## src/hw/rtl/pbd_pkg.sv

```systemverilog
package pbd_pkg;

   // Default fraction width of sample and threshold values.
   localparam int FRAC_BITS_DEF = 16;

   // Field widths.
   localparam int SAMPLE_W = 33;
   localparam int TIME_W   = 32;
   localparam int RATE_W   = 8;
   localparam int COUNT_W  = 32;
   localparam int THR_W    = 32;
   localparam int REG16_W  = 16;
   localparam int REG24_W  = 24;

   // Stream payload widths, padded to whole bytes.
   localparam int REQ_DATA_W = ((SAMPLE_W + TIME_W + 7) / 8) * 8;
   localparam int RSP_DATA_W = ((RATE_W + COUNT_W + 7) / 8) * 8;

   // Configuration port.
   localparam int CSR_ADDR_W = 3;
   localparam int CSR_DATA_W = REG24_W;

   // Shared serial unit: a 32-bit operand, a 16-bit operand, 16 steps.
   localparam int OPA_W = 32;
   localparam int OPB_W = 16;
   localparam int ACC_W = OPA_W + OPB_W;
   localparam int STEPS = OPB_W;

   // Register reset values.
   localparam logic [REG16_W-1:0] INIT_HOLDOFF_RST = 16'd2000;
   localparam logic [REG16_W-1:0] MASK_HOLDOFF_RST = 16'd500;
   localparam logic [REG24_W-1:0] MIN_THR_RST      = 24'd13107;
   localparam logic [REG24_W-1:0] MAX_THR_RST      = 24'd851968;
   localparam logic [REG16_W-1:0] DECAY_STEP_RST   = 16'd131;
   localparam logic [REG16_W-1:0] RECOV_STEP_RST   = 16'd33;
   localparam logic [REG16_W-1:0] CAND_FRAC_RST    = 16'd1311;
   localparam logic [REG16_W-1:0] MAX_INTERVAL_RST = 16'd2000;

   localparam logic [TIME_W-1:0] MIN_INTERVAL_MS = 32'd300;
   localparam logic [OPB_W-1:0]  MS_PER_MINUTE   = 16'd60000;

   typedef enum logic [CSR_ADDR_W-1:0] {
      CSR_INIT_HOLDOFF = 3'd0,
      CSR_MASK_HOLDOFF = 3'd1,
      CSR_MIN_THR      = 3'd2,
      CSR_MAX_THR      = 3'd3,
      CSR_DECAY_STEP   = 3'd4,
      CSR_RECOV_STEP   = 3'd5,
      CSR_CAND_FRAC    = 3'd6,
      CSR_MAX_INTERVAL = 3'd7
   } csr_index_type;

   typedef struct packed {
      logic [REG16_W-1:0] init_holdoff;
      logic [REG16_W-1:0] mask_holdoff;
      logic [REG24_W-1:0] min_thr;
      logic [REG24_W-1:0] max_thr;
      logic [REG16_W-1:0] decay_step;
      logic [REG16_W-1:0] recov_step;
      logic [REG16_W-1:0] cand_frac;
      logic [REG16_W-1:0] max_interval;
   } cfg_type;

   typedef enum logic [1:0] {
      OP_MUL = 2'b01,
      OP_DIV = 2'b10
   } unit_op_type;

   typedef struct packed {
      logic              start;
      unit_op_type       op;
      logic [OPA_W-1:0]  opa;
      logic [OPB_W-1:0]  opb;
   } unit_req_type;

   typedef struct packed {
      logic              busy;
      logic              done;
      logic [ACC_W-1:0]  result;
   } unit_rsp_type;

endpackage

```

## src/hw/rtl/pbd_csr.sv

```systemverilog
module pbd_csr (
   input  logic                              clock,
   input  logic                              reset,
   input  logic                              csr_we,
   input  logic [pbd_pkg::CSR_ADDR_W-1:0]    csr_addr,
   input  logic [pbd_pkg::CSR_DATA_W-1:0]    csr_wdata,
   output pbd_pkg::cfg_type                  cfg
);
   import pbd_pkg::*;

   cfg_type cfg_ff, cfg_in;

   always_comb begin
      cfg_in = cfg_ff;
      if (csr_we) begin
         case (csr_index_type'(csr_addr))
            CSR_INIT_HOLDOFF: cfg_in.init_holdoff = csr_wdata[REG16_W-1:0];
            CSR_MASK_HOLDOFF: cfg_in.mask_holdoff = csr_wdata[REG16_W-1:0];
            CSR_MIN_THR:      cfg_in.min_thr      = csr_wdata[REG24_W-1:0];
            CSR_MAX_THR:      cfg_in.max_thr      = csr_wdata[REG24_W-1:0];
            CSR_DECAY_STEP:   cfg_in.decay_step   = csr_wdata[REG16_W-1:0];
            CSR_RECOV_STEP:   cfg_in.recov_step   = csr_wdata[REG16_W-1:0];
            CSR_CAND_FRAC:    cfg_in.cand_frac    = csr_wdata[REG16_W-1:0];
            CSR_MAX_INTERVAL: cfg_in.max_interval = csr_wdata[REG16_W-1:0];
            default:          cfg_in = cfg_ff;
         endcase
      end
   end

   always_ff @(posedge clock) begin
      if (reset) begin
         cfg_ff.init_holdoff <= INIT_HOLDOFF_RST;
         cfg_ff.mask_holdoff <= MASK_HOLDOFF_RST;
         cfg_ff.min_thr      <= MIN_THR_RST;
         cfg_ff.max_thr      <= MAX_THR_RST;
         cfg_ff.decay_step   <= DECAY_STEP_RST;
         cfg_ff.recov_step   <= RECOV_STEP_RST;
         cfg_ff.cand_frac    <= CAND_FRAC_RST;
         cfg_ff.max_interval <= MAX_INTERVAL_RST;
      end else begin
         cfg_ff <= cfg_in;
      end
   end

   assign cfg = cfg_ff;

endmodule

```

## src/hw/rtl/pbd_serial_unit.sv

```systemverilog
module pbd_serial_unit (
   input  logic                    clock,
   input  logic                    reset,
   input  pbd_pkg::unit_req_type   req,
   output pbd_pkg::unit_rsp_type   rsp
);
   import pbd_pkg::*;

   localparam int CNT_W = $clog2(STEPS);

   logic              busy_ff, busy_in;
   logic              done_ff, done_in;
   logic [CNT_W-1:0]  cnt_ff, cnt_in;
   unit_op_type       op_ff, op_in;
   logic [OPA_W-1:0]  opa_ff, opa_in;
   logic [ACC_W-1:0]  acc_ff, acc_in;
   logic [OPB_W-1:0]  sh_ff, sh_in;

   logic [ACC_W-1:0]  add_a, add_b;
   logic              add_cin;
   logic [ACC_W:0]    sum;
   logic [OPB_W:0]    rem_sh;
   logic              no_borrow;

   // One adder serves both operations. Multiply is shift and add, MSB of
   // the multiplier first; divide is restoring, one quotient bit a step.
   always_comb begin
      rem_sh = {acc_ff[OPB_W-1:0], sh_ff[OPB_W-1]};
      if (op_ff == OP_DIV) begin
         add_a   = ACC_W'(rem_sh);
         add_b   = ~ACC_W'(opa_ff[OPB_W-1:0]);
         add_cin = 1'b1;
      end else begin
         add_a   = {acc_ff[ACC_W-2:0], 1'b0};
         add_b   = sh_ff[OPB_W-1] ? ACC_W'(opa_ff) : '0;
         add_cin = 1'b0;
      end
      sum       = {1'b0, add_a} + {1'b0, add_b} + (ACC_W+1)'(add_cin);
      no_borrow = sum[ACC_W];
   end

   always_comb begin
      busy_in = busy_ff;
      done_in = 1'b0;
      cnt_in  = cnt_ff;
      op_in   = op_ff;
      opa_in  = opa_ff;
      acc_in  = acc_ff;
      sh_in   = sh_ff;
      if (req.start) begin
         busy_in = 1'b1;
         cnt_in  = '0;
         op_in   = req.op;
         opa_in  = req.opa;
         acc_in  = '0;
         sh_in   = req.opb;
      end else if (busy_ff) begin
         cnt_in = cnt_ff + 1'b1;
         if (op_ff == OP_DIV) begin
            acc_in = no_borrow ? sum[ACC_W-1:0] : add_a;
            sh_in  = {sh_ff[OPB_W-2:0], no_borrow};
         end else begin
            acc_in = sum[ACC_W-1:0];
            sh_in  = {sh_ff[OPB_W-2:0], 1'b0};
         end
         if (cnt_ff == CNT_W'(STEPS - 1)) begin
            busy_in = 1'b0;
            done_in = 1'b1;
         end
      end
   end

   always_ff @(posedge clock) begin
      if (reset) begin
         busy_ff <= 1'b0;
         done_ff <= 1'b0;
         cnt_ff  <= '0;
         op_ff   <= OP_MUL;
      end else begin
         busy_ff <= busy_in;
         done_ff <= done_in;
         cnt_ff  <= cnt_in;
         op_ff   <= op_in;
      end
   end

   always_ff @(posedge clock) begin
      opa_ff <= opa_in;
      acc_ff <= acc_in;
      sh_ff  <= sh_in;
   end

   assign rsp.busy   = busy_ff;
   assign rsp.done   = done_ff;
   assign rsp.result = (op_ff == OP_DIV) ? ACC_W'(sh_ff) : acc_ff;

endmodule

```

## src/hw/rtl/pbd_core.sv

```systemverilog
module pbd_core #(
   parameter int FRAC_BITS = pbd_pkg::FRAC_BITS_DEF
) (
   input  logic                              clock,
   input  logic                              reset,
   input  pbd_pkg::cfg_type                  cfg,
   input  logic                              req_tvalid,
   output logic                              req_tready,
   input  logic [pbd_pkg::REQ_DATA_W-1:0]    req_tdata,
   input  logic [0:0]                        req_tuser,
   output logic                              rsp_tvalid,
   input  logic                              rsp_tready,
   output logic [pbd_pkg::RSP_DATA_W-1:0]    rsp_tdata,
   output logic [0:0]                        rsp_tuser,
   output pbd_pkg::unit_req_type             unit_req,
   input  pbd_pkg::unit_rsp_type             unit_rsp
);
   import pbd_pkg::*;

   // The confirmation margin is the Q0.16 fraction rescaled to FRAC_BITS.
   localparam int SH_UP    = (FRAC_BITS >= OPB_W) ? FRAC_BITS - OPB_W : 0;
   localparam int SH_DN    = (FRAC_BITS >= OPB_W) ? 0 : OPB_W - FRAC_BITS;
   localparam int MARGIN_W = OPB_W + SH_UP;
   localparam int SUM_W    = (MARGIN_W + 2 > SAMPLE_W + 2) ? MARGIN_W + 2 : SAMPLE_W + 2;

   typedef enum logic [4:0] {
      ST_IDLE = 5'b00001,
      ST_EVAL = 5'b00010,
      ST_MUL  = 5'b00100,
      ST_DIV  = 5'b01000,
      ST_OUT  = 5'b10000
   } seq_state_type;

   typedef enum logic [4:0] {
      PH_INIT  = 5'b00001,
      PH_WAIT  = 5'b00010,
      PH_SLOPE = 5'b00100,
      PH_MAYBE = 5'b01000,
      PH_MASK  = 5'b10000
   } phase_type;

   seq_state_type             st_ff, st_in;
   phase_type                 phase_ff, phase_in;
   logic [THR_W-1:0]          thr_ff, thr_in;
   logic [RATE_W-1:0]         rate_ff, rate_in;
   logic [TIME_W-1:0]         last_ff, last_in;
   logic [COUNT_W-1:0]        count_ff, count_in;
   logic                      det_ff, det_in;
   logic signed [SAMPLE_W-1:0] sample_ff, sample_in;
   logic [TIME_W-1:0]         now_ff, now_in;
   logic                      rsp_valid_ff, rsp_valid_in;
   logic [RSP_DATA_W-1:0]     rsp_data_ff, rsp_data_in;
   logic                      rsp_det_ff, rsp_det_in;

   logic                      accept, out_load;
   logic signed [SUM_W-1:0]   s_x, thr_x, min_x, max_x, decay_x, recov_x, margin_x;
   logic signed [SUM_W-1:0]   t_step, t_lo, t_clamp;
   logic [MARGIN_W-1:0]       margin;
   logic [TIME_W-1:0]         interval;
   logic [THR_W-1:0]          prod_q;
   logic                      s_pos, confirm, rate_ok, mask_done;
   logic                      start_mul, start_div;

   assign req_tready = (st_ff == ST_IDLE);
   assign accept     = req_tvalid && req_tready;
   assign out_load   = (st_ff == ST_OUT) && (!rsp_valid_ff || rsp_tready);

   // Datapath for the threshold, the margin test and the beat interval.
   always_comb begin
      s_x      = SUM_W'(sample_ff);
      thr_x    = $signed(SUM_W'(thr_ff));
      min_x    = $signed(SUM_W'(cfg.min_thr));
      max_x    = $signed(SUM_W'(cfg.max_thr));
      decay_x  = $signed(SUM_W'(cfg.decay_step));
      recov_x  = $signed(SUM_W'(cfg.recov_step));
      margin   = (MARGIN_W'(cfg.cand_frac) << SH_UP) >> SH_DN;
      margin_x = $signed(SUM_W'(margin));

      // Minimum clamp first, maximum last, so the maximum wins when crossed.
      t_step   = (s_x > min_x) ? thr_x - decay_x : thr_x + recov_x;
      t_lo     = (t_step < min_x) ? min_x : t_step;
      t_clamp  = (t_lo > max_x) ? max_x : t_lo;

      s_pos     = !sample_ff[SAMPLE_W-1] && (sample_ff != '0);
      confirm   = (s_x + margin_x) < thr_x;
      interval  = now_ff - last_ff;
      rate_ok   = (last_ff != '0) && (interval > MIN_INTERVAL_MS)
                  && (interval < TIME_W'(cfg.max_interval));
      mask_done = interval > TIME_W'(cfg.mask_holdoff);
      prod_q    = unit_rsp.result[ACC_W-1:OPB_W];

      start_mul = (st_ff == ST_EVAL) && (phase_ff == PH_SLOPE) && s_pos;
      start_div = (st_ff == ST_EVAL) && (phase_ff == PH_MAYBE) && confirm && rate_ok;
   end

   always_comb begin
      unit_req.start = start_mul || start_div;
      unit_req.op    = start_div ? OP_DIV : OP_MUL;
      unit_req.opa   = start_div ? OPA_W'(interval[OPB_W-1:0])
                                 : OPA_W'(sample_ff[OPA_W-1:0]);
      unit_req.opb   = start_div ? MS_PER_MINUTE : cfg.cand_frac;
   end

   always_comb begin
      st_in        = st_ff;
      phase_in     = phase_ff;
      thr_in       = thr_ff;
      rate_in      = rate_ff;
      last_in      = last_ff;
      count_in     = count_ff;
      det_in       = det_ff;
      sample_in    = sample_ff;
      now_in       = now_ff;
      rsp_data_in  = rsp_data_ff;
      rsp_det_in   = rsp_det_ff;
      rsp_valid_in = rsp_valid_ff && !rsp_tready;

      case (st_ff)
         ST_IDLE: begin
            if (accept) begin
               sample_in = $signed(req_tdata[SAMPLE_W-1:0]);
               now_in    = req_tdata[SAMPLE_W+TIME_W-1:SAMPLE_W];
               det_in    = 1'b0;
               st_in     = ST_EVAL;
               // A restart puts the detector back to its initial state
               // before this beat is evaluated.
               if (req_tuser[0]) begin
                  phase_in = PH_INIT;
                  thr_in   = THR_W'(cfg.max_thr);
                  rate_in  = '0;
                  last_in  = '0;
                  count_in = '0;
               end
            end
         end
         ST_EVAL: begin
            st_in = ST_OUT;
            case (phase_ff)
               PH_INIT: begin
                  if (now_ff > TIME_W'(cfg.init_holdoff)) begin
                     phase_in = PH_WAIT;
                  end
               end
               PH_WAIT: begin
                  if (s_x > thr_x) begin
                     phase_in = PH_SLOPE;
                  end
                  thr_in = t_clamp[THR_W-1:0];
               end
               PH_SLOPE: begin
                  if (s_x < thr_x) begin
                     phase_in = PH_MAYBE;
                  end
                  if (s_pos) begin
                     st_in = ST_MUL;
                  end else begin
                     thr_in = THR_W'(cfg.min_thr);
                  end
               end
               PH_MAYBE: begin
                  if (confirm) begin
                     det_in   = 1'b1;
                     last_in  = now_ff;
                     count_in = count_ff + 1'b1;
                     phase_in = PH_MASK;
                     if (rate_ok) begin
                        st_in = ST_DIV;
                     end
                  end else begin
                     phase_in = PH_WAIT;
                  end
               end
               PH_MASK: begin
                  if (mask_done) begin
                     phase_in = PH_WAIT;
                  end
               end
               default: phase_in = PH_INIT;
            endcase
         end
         ST_MUL: begin
            if (unit_rsp.done) begin
               thr_in = (prod_q < THR_W'(cfg.min_thr)) ? THR_W'(cfg.min_thr) : prod_q;
               st_in  = ST_OUT;
            end
         end
         ST_DIV: begin
            if (unit_rsp.done) begin
               rate_in = unit_rsp.result[RATE_W-1:0];
               st_in   = ST_OUT;
            end
         end
         ST_OUT: begin
            if (out_load) begin
               rsp_valid_in = 1'b1;
               rsp_data_in  = RSP_DATA_W'({count_ff, rate_ff});
               rsp_det_in   = det_ff;
               st_in        = ST_IDLE;
            end
         end
         default: st_in = ST_IDLE;
      endcase
   end

   always_ff @(posedge clock) begin
      if (reset) begin
         st_ff        <= ST_IDLE;
         phase_ff     <= PH_INIT;
         thr_ff       <= THR_W'(MAX_THR_RST);
         rate_ff      <= '0;
         last_ff      <= '0;
         count_ff     <= '0;
         det_ff       <= 1'b0;
         rsp_valid_ff <= 1'b0;
      end else begin
         st_ff        <= st_in;
         phase_ff     <= phase_in;
         thr_ff       <= thr_in;
         rate_ff      <= rate_in;
         last_ff      <= last_in;
         count_ff     <= count_in;
         det_ff       <= det_in;
         rsp_valid_ff <= rsp_valid_in;
      end
   end

   always_ff @(posedge clock) begin
      sample_ff   <= sample_in;
      now_ff      <= now_in;
      rsp_data_ff <= rsp_data_in;
      rsp_det_ff  <= rsp_det_in;
   end

   assign rsp_tvalid   = rsp_valid_ff;
   assign rsp_tdata    = rsp_data_ff;
   assign rsp_tuser[0] = rsp_det_ff;

   // The shared unit is only started from the evaluation step.
   a_start_in_eval: assert property (@(posedge clock) disable iff (reset)
      unit_req.start |-> (st_ff == ST_EVAL))
      else $error("serial unit started outside evaluation");

   // A finished operation is only reported while the sequencer waits for it.
   a_done_when_waiting: assert property (@(posedge clock) disable iff (reset)
      unit_rsp.done |-> (st_ff == ST_MUL || st_ff == ST_DIV))
      else $error("serial unit finished while sequencer was not waiting");

   // The interval floor keeps the rate below two hundred.
   a_rate_bound: assert property (@(posedge clock) disable iff (reset)
      rate_ff <= RATE_W'(199))
      else $error("beat rate out of range");

   // A result is loaded only from the output step, and the sequencer then idles.
   a_load_to_idle: assert property (@(posedge clock) disable iff (reset)
      out_load |=> (st_ff == ST_IDLE) && rsp_valid_ff)
      else $error("output load did not return sequencer to idle");

endmodule

```

## src/hw/rtl/pulse_beat_detector_top.sv

```systemverilog
// Adaptive-threshold pulse beat detector for a filtered AC photoplethysmogram.
// Input stream req_*: one beat per sample carries the signed sample and a
// millisecond timestamp in req_tdata, and a restart flag in req_tuser that
// puts the detector back to its initial state before that sample is used.
// Output stream rsp_*: exactly one beat per input beat, with the beat flag in
// rsp_tuser and the latest rate and the running beat count in rsp_tdata.
// The csr_* port writes one tuning register per clock; the user must write
// only while the block idles, and the block itself does not enforce this.
// In the common case a sample passes from idle through evaluation to the
// output step. When a sample is evaluated in slope following with a positive
// value, or confirms a beat whose interval lies in the allowed window, the
// shared serial unit runs sixteen shift-and-add or restore-and-subtract steps
// while the sequencer waits for it before the output step.
// req_tready is high only while the sequencer is idle, one sample at a time.
// The result sits in an output register, so the next sample is accepted while
// the previous result still waits; if the receiver stalls, the sequencer
// holds its finished result until that register frees up.
// Synchronous reset restores every tuning register to its default, clears the
// detector state and drops rsp_tvalid; no clearing pass is needed.
module pulse_beat_detector_top #(
   parameter int FRAC_BITS = pbd_pkg::FRAC_BITS_DEF
) (
   input  logic                              clock,
   input  logic                              reset,
   // Configuration writes.
   input  logic                              csr_we,
   input  logic [pbd_pkg::CSR_ADDR_W-1:0]    csr_addr,
   input  logic [pbd_pkg::CSR_DATA_W-1:0]    csr_wdata,
   // Sample stream.
   input  logic                              req_tvalid,
   output logic                              req_tready,
   input  logic [pbd_pkg::REQ_DATA_W-1:0]    req_tdata,  // sample[32:0], now_ms[64:33], pad
   input  logic [0:0]                        req_tuser,  // restart[0]
   // Result stream.
   output logic                              rsp_tvalid,
   input  logic                              rsp_tready,
   output logic [pbd_pkg::RSP_DATA_W-1:0]    rsp_tdata,  // beat_rate[7:0], beats_seen[39:8]
   output logic [0:0]                        rsp_tuser   // beat_flag[0]
);
   import pbd_pkg::*;

   cfg_type       cfg;
   unit_req_type  unit_req;
   unit_rsp_type  unit_rsp;

   // Tuning registers.
   pbd_csr u_csr (
      .clock     (clock),
      .reset     (reset),
      .csr_we    (csr_we),
      .csr_addr  (csr_addr),
      .csr_wdata (csr_wdata),
      .cfg       (cfg)
   );

   // Shared multiply and divide unit.
   pbd_serial_unit u_unit (
      .clock (clock),
      .reset (reset),
      .req   (unit_req),
      .rsp   (unit_rsp)
   );

   // Phase machine, threshold datapath and output register.
   pbd_core #(
      .FRAC_BITS (FRAC_BITS)
   ) u_core (
      .clock      (clock),
      .reset      (reset),
      .cfg        (cfg),
      .req_tvalid (req_tvalid),
      .req_tready (req_tready),
      .req_tdata  (req_tdata),
      .req_tuser  (req_tuser),
      .rsp_tvalid (rsp_tvalid),
      .rsp_tready (rsp_tready),
      .rsp_tdata  (rsp_tdata),
      .rsp_tuser  (rsp_tuser),
      .unit_req   (unit_req),
      .unit_rsp   (unit_rsp)
   );

endmodule
```

## config.mk

```make
export PLATFORM = sky130hd
export DESIGN_NAME = pulse_beat_detector_top
export DESIGN_NICKNAME = d
export VERILOG_FILES = /design/src/hw/rtl/pbd_pkg.sv /design/src/hw/rtl/pbd_csr.sv /design/src/hw/rtl/pbd_serial_unit.sv /design/src/hw/rtl/pbd_core.sv /design/src/hw/rtl/pulse_beat_detector_top.sv
export SDC_FILE = /design/constraint.sdc
export NUM_CORES = 2
export LEC_CHECK = 0
export ABC_CLOCK_PERIOD_IN_PS = 10700
export BUFFER_PORTS_ARGS = -buffer_cell sky130_fd_sc_hd__buf_2
export CORE_MARGIN = 4
export CORE_UTILIZATION = 50
export CTS_CLUSTER_DIAMETER = 80
export DETAILED_ROUTE_END_ITERATION = 8
export GPL_TIMING_DRIVEN = 0
export HOLD_SLACK_MARGIN = 0.12
export PLACE_DENSITY = 0.67
export SLEW_MARGIN = 10
export SYNTH_ARGS = -nofsm -noshare
export SYNTH_HDL_FRONTEND = slang
export SYNTH_SLANG_ARGS = --single-unit
```

## constraint.sdc

```tcl
create_clock -name clock -period 10.7 [get_ports clock]
set_clock_uncertainty 0.2 [all_clocks]
set_input_delay 0 -clock clock [delete_from_list [all_inputs] [get_ports clock]]
set_output_delay 0 -clock clock [all_outputs]
set_load 0.01 [all_outputs]
```

# == Yosys cells after proc, flatten, opt, wreduce, memory -nomap -nowiden ==
# Cells that the tools add are included.
# Widths: inputs -> output; s select.
# totals
ff_bits,470
in_bits,105
output_inout_bits,43
elab_cells,186
# classes
addsub,8
n_lt_le_gt_ge,11
n_eq_ne,33
muxes,62
bitwise_logic,2
n_reduce_logical,42
# ops
cell,n
$mux 32,13
$mux 48,5
$pmux 32 s2,3
$pmux 32 s3,1
$mux 35,2
$mux 5,13
$gt 32x16->1,2
$mux 16,4
$add 48x48->49,1
$add 49x1->49,1
$not 16->48,1
$gt 35x25->1,1
$lt 35x25->1,1
$lt 35x33->1,1
$add 33x17->34,1
$add 32x16->33,1
$gt 33x25->1,1
$gt 33x33->1,1
$lt 33x33->1,1
$reduce_bool 33->1,1
$sub 32x16->33,1
$add 32x1->32 const B,1
$gt 32x9->1 const B,1
$lt 32x16->1,1
other kinds (41),99

# == Depth between registers and ports, before layout ==
# depth
ltp_word,8
mapped_depth,41
mapped_depth_nobuf,39

# == Hierarchy ==
# From an unflattened synthesis, not the netlist that was laid out.
# unflattened
hier_cells,3756
hier_area_um2,32975.4
# by_module_without_submodules
module,n_inst,cells_per_inst,area_per_inst_um2,seq_area_each_um2
pbd_core,1,2448,20652.3,5505.3
pbd_serial_unit,1,782,6663.9,2562.5
pbd_csr,1,526,5659.2,2882.8

# == Worst setup path after synthesis ==
# No wires, ideal clock.
# synth_timing
kind,reg-to-reg
from,register u_core.sample_ff[6]
to,register u_core.thr_ff[24]
setup_ps,79
t_arrival_ps,7484
t_required_ps,10421
slack_ps,2937
stages_incl_launch_ff,38
n_path_buf,3
period_less_slack_ps,7763
cell_sequence,edfxtp_1 -> ha_1 -> a211oi_1 -> nor2_1 -> a2111oi_0 -> o2bb2ai_1 -> o21ai_1 -> clkbuf_1 -> clkbuf_1 -> nor2_1 -> a21oi_1 -> ha_1 -> nor2b_1 -> o21ai_0 -> nand2b_1 -> a21oi_1 -> nor2b_1 -> o21ai_0 -> [2 not listed] -> o31ai_1 -> a31oi_1 -> ha_1 -> clkinv_1 -> clkbuf_1 -> mux2_2 -> ha_1 -> a21o_1 -> a21oi_1 -> o21ai_0 -> a21o_1 -> a21oi_1 -> a32oi_1 -> a21oi_1 -> a21oi_2 -> or4_4 -> or3_1 -> o211ai_1
# synth_between
elab_chain_len,8
word_cells_on_any_way,12
cone_classes,order compare (3); eq/ne (1); mux (5); reduce/logical (3)
# synth_rtl
item,line_no,text
start: declaration,pbd_core.sv:49,"logic signed [SAMPLE_W-1:0] sample_ff, sample_in;"
start signal: assignment,pbd_core.sv:228,sample_ff <= sample_in;
$gt 33x25->1,pbd_core.sv:80,t_step = (s_x > min_x) ? thr_x - decay_x : thr_x + recov_x;
$mux 35,pbd_core.sv:80,
$lt 35x25->1,pbd_core.sv:81,t_lo = (t_step < min_x) ? min_x : t_step;
$mux 35,pbd_core.sv:81,
$gt 35x25->1,pbd_core.sv:82,t_clamp = (t_lo > max_x) ? max_x : t_lo;
$mux 32,pbd_core.sv:82,
$pmux 32 s2,pbd_core.sv:138,case (phase_ff)
$pmux 32 s3,pbd_core.sv:118,case (st_ff)
end signal: assignment,pbd_core.sv:209,thr_ff <= THR_W'(MAX_THR_RST);
end signal: assignment,pbd_core.sv:218,thr_ff <= thr_in;
end: declaration,pbd_core.sv:44,"logic [THR_W-1:0] thr_ff, thr_in;"
# Several ways; a longest one is shown, not always the timed one.
# A chain may end at the register's enable or synchronous reset.

# == Worst setup path after layout ==
# layout_timing
from,"register u_csr.cfg_ff, in the netlist u_csr.cfg[95]"
to,register u_core.thr_ff[22]
# layout_between
elab_chain_len,8
word_cells_on_any_way,11
cone_classes,order compare (4); mux (7)
# layout_rtl
item,line_no,text
start: declaration,pbd_csr.sv:11,"cfg_type cfg_ff, cfg_in;"
start signal: assignment,pbd_csr.sv:41,cfg_ff <= cfg_in;
$gt 33x25->1,pbd_core.sv:80,
$mux 35,pbd_core.sv:80,
$lt 35x25->1,pbd_core.sv:81,
$mux 35,pbd_core.sv:81,
$gt 35x25->1,pbd_core.sv:82,
$mux 32,pbd_core.sv:82,
$pmux 32 s2,pbd_core.sv:138,
$pmux 32 s3 *,pbd_core.sv:118,
# Mark *: on every way between the ends. The rest lies on a longest branch, timed or not. The select of a mux whose other input is x is not followed.

==> metrics.yaml <==
cts_sinks: 470
setup_violations: 0
std_cell_rows: 91
drt_iter0_drc: 3309
ant_nets: 0
dpl_cell_area_um2: 33100
portBuffers: 121
max_freq_mhz: 98.5
fin_crit_sh_pct: 94.9
synth_cells: 3799
worst_pin_slew_ns: 1.10
p_sw_share_pct: 40.8
clockBufferDepth: 3
cp_data_arrival_time_ns: 10.49
slew_viol_final: 0
peakVddDrop_mv: 0.175
antenna_found_initial: 3
gp_congestion: 1.02
area_delta_synth_final_pct: 17.7
cts_made_buffers: 54
combPwrFrac_pct: 42.7
synthArstFlopShare_pct: 0
slew_headroom_pct: 25.9
p_total_mw: 7.35
via_per_inst: 6.02
insertion_delay_ns: 0.65
leakagePower_nw: 15.0
worstPathMaxFanout: 10
crit_path_end_kind: "flip-flop"
cts_tree: "done"
yosysMostFrequentCell: "nand2_1"
hold_viol: 0
synth_area_leader_cell: "dfxtp_1"
synthFlopType: "dfxtp_1"
netlist_area_um2: 31400
drv_cap: 0
core_um2: 61900
nNetsFinal: 4596
synth-seq-area-share_pct: 34.9
cpMaxStageDelayCell: "a2111oi_2"
dieArea_um2: 66900
run_status: "finished clean"
grt_pass1_vias: 28900
initial_core_util_pct: 50.7
synth_top_area_share_pct: 20.2
stdcell_count: 5050
synth.avg_cell_area_um2: 8.26
p_switching_mw: 3.00
hpwl_um: 86500
final.setup.tns_ns: 0
drive_above_1_share_pct: 6.69
synth_common_cells: "nand2_1 (545), a21oi_1 (384), ha_1 (317)"
postCtsSetupRepairBufs: 0
vias: 30400
p_seq_share_pct: 30.2
grt_max_degree: 42
nFillCells: 5693
min_period_ns: 10.15
wirelength_um: 114000
utilization_pct: 59.6
synth-edff-count: 154
critPathKind: "reg -> reg"
post_drt_wl_per_cell_um: 22.6
powerDensity_nw_per_um2: 199
pin_count: 148
gr-total-overflow: 0
ys_top_cells_by_area: "dfxtp_1 (20%), edfxtp_1 (15%), ha_1 (13%)"
synth_cell_types: 86
place_inst: 4761
required_ns: 11.04
yosys_register_bits: 470
cts_root_buf: "clkbuf_16"
cts.reportedPaths.clkPinSlew_ns: 0.06
die_x_um: 259
track_usage_pct: 32.9
first_pass_iters: 6
p_int_mw: 4.35
hp-class: "in -> reg"
die_height_um: 259
cts_htree_levels: 2
syn-num-nets: 4227
insertedDiodeCount: 0
path_common_cell: "a21oi_1"
drc: 0
fin_area_um2: 36900
p_clk_share_pct: 27.1
grt_pass1_wl_um: 171000
yosys_warnings: 0
startpoint_type: "flip-flop"
crit_path_max_incr_delay_ns: 0.71
cells in the final DEF (no fill, tap or decap), types with 15 or more instances in the layout:
cell type,n
a22o_1,35
a31oi_1,19
nand2b_1,38
o21ai_0,194
xnor2_1,103
nand3_1,79
o21bai_1,17
a211oi_1,30
edfxtp_1,154
o211ai_1,63
nor4_1,34
nor2b_1,59
a21oi_1,383
o211a_1,15
and2_1,31
inv_1,236
dfxtp_1,316
o21a_1,34
a21o_1,116
a211o_1,18
xor2_1,46
ha_1,317
a221oi_1,26
or3_1,26
dlygate4sd3_1,188
nand2_1,545
buf_2,124
nor3_1,69
clkbuf_1,152
and3_1,33
nor2_1,288
clkbuf_2,21
clkbuf_16,54
nand4_1,76
mux2i_1,22
power by group through the flow:
stage | registers (mW) | clock network (mW) | logic, mW
5_1_grt | 2.23 | 2.08 | 3.46
3_3_place_gp | 2.26 | 0 | 2.93
6_report | 2.22 | 1.99 | 3.14
3_5_place_dp | 2.25 | 0 | 2.96
2_1_floorplan | 2.16 | 0 | 2.11
4_1_cts | 2.21 | 2.00 | 3.04
repair_timing:
item / 4_1_cts / 5_1_grt
setup endpoints to repair: 0 / 31
hold buffers: 188 / 0
hold endpoints to repair: 333 / 0
gates resized for setup: 0 / 15
critical path: cells and delay by family (launching register included):
kind | cells | cell delay, ns
AO/OA/AOI/OAI | 18 | 4.25
multiplexers | 1 | 0.42
AND/OR/NAND/NOR | 9 | 1.37
buffers and inverters | 6 | 1.99
flip-flops | 1 | 0.48
adder cells (fa/ha/maj) | 4 | 1.30
metal layers:
metal	global-route usage [%]	vias up	routed length [µm]
li1	-	14400	-
met1	44.4	14300	48000
met2	52.5	1373	51100
met3	5.80	275	9660
met4	13.4	2	5270
met5	0	-	13
cell type report:
cell class | count | area, µm² | share of cell area (%)
Buffer | 172 | 674 | 1.83
Clock buffer | 69 | 1480 | 4.00
Clock inverter | 32 | 422 | 1.14
Inverter | 239 | 897 | 2.43
Multi-Input combinational cell | 2918 | 18900 | 51.2
Sequential cell | 470 | 11000 | 29.6
Tap cell | 837 | 1050 | 2.84
Timing Repair Buffer | 313 | 2550 | 6.90
logic make-up after synthesis:
logic type,Yosys count,synth area share [%]
muxes,36,1.20
AOI/OAI and AO/OA,1076,22.0
adders and majority gates,323,13.0
and+or+nand+nor,1334,19.7
buffers and inverters,411,4.99
xor gates and xnor gates,149,4.16
DFF,470,34.9
stage by stage:
step	hold WS [ns]	setup WS [ns]
after floorplan	-0.101	2.94
after detailed placement	-0.0219	0.208
after global placement	-0.0237	-0.157
after global routing	0.184	-0.0407
after CTS	0.135	0.105
final	0.150	0.550
flip-flops by register name (all words and copies together) (netlist names), 2 cells and up:
name and count:
u_core.count_ff 32, u_core.last_ff 32, u_core.now_ff 32, u_core.phase_ff 5, u_core.rate_ff 8, u_core.rsp_tdata 40, u_core.sample_ff 33, u_core.st_ff 5
u_core.thr_ff 32, u_csr.cfg 144, u_unit.acc_ff 48, u_unit.cnt_ff 4, u_unit.op_ff 2, u_unit.opa_ff 32, u_unit.sh_ff 16
final timing paths:
path | from | to | slack, ns | cells after the start
worst min register to register | u_core.rate_ff[5]$_SDFFE_PP0P_ | u_core.rsp_tdata[5]$_DFFE_PP_ | 0.23 | 0
worst max register to register | u_csr.cfg[95]$_SDFFE_PP0P_ | u_core.thr_ff[22]$_SDFFE_PP0P_ | 0.55 | 38
worst min-delay path | csr_wdata[6] | u_csr.cfg[54]$_SDFFE_PP0P_ | 0.15 | 4
worst max-delay path | u_csr.cfg[95]$_SDFFE_PP0P_ | u_core.thr_ff[22]$_SDFFE_PP0P_ | 0.55 | 38
(Power assumes the default switching activity.)
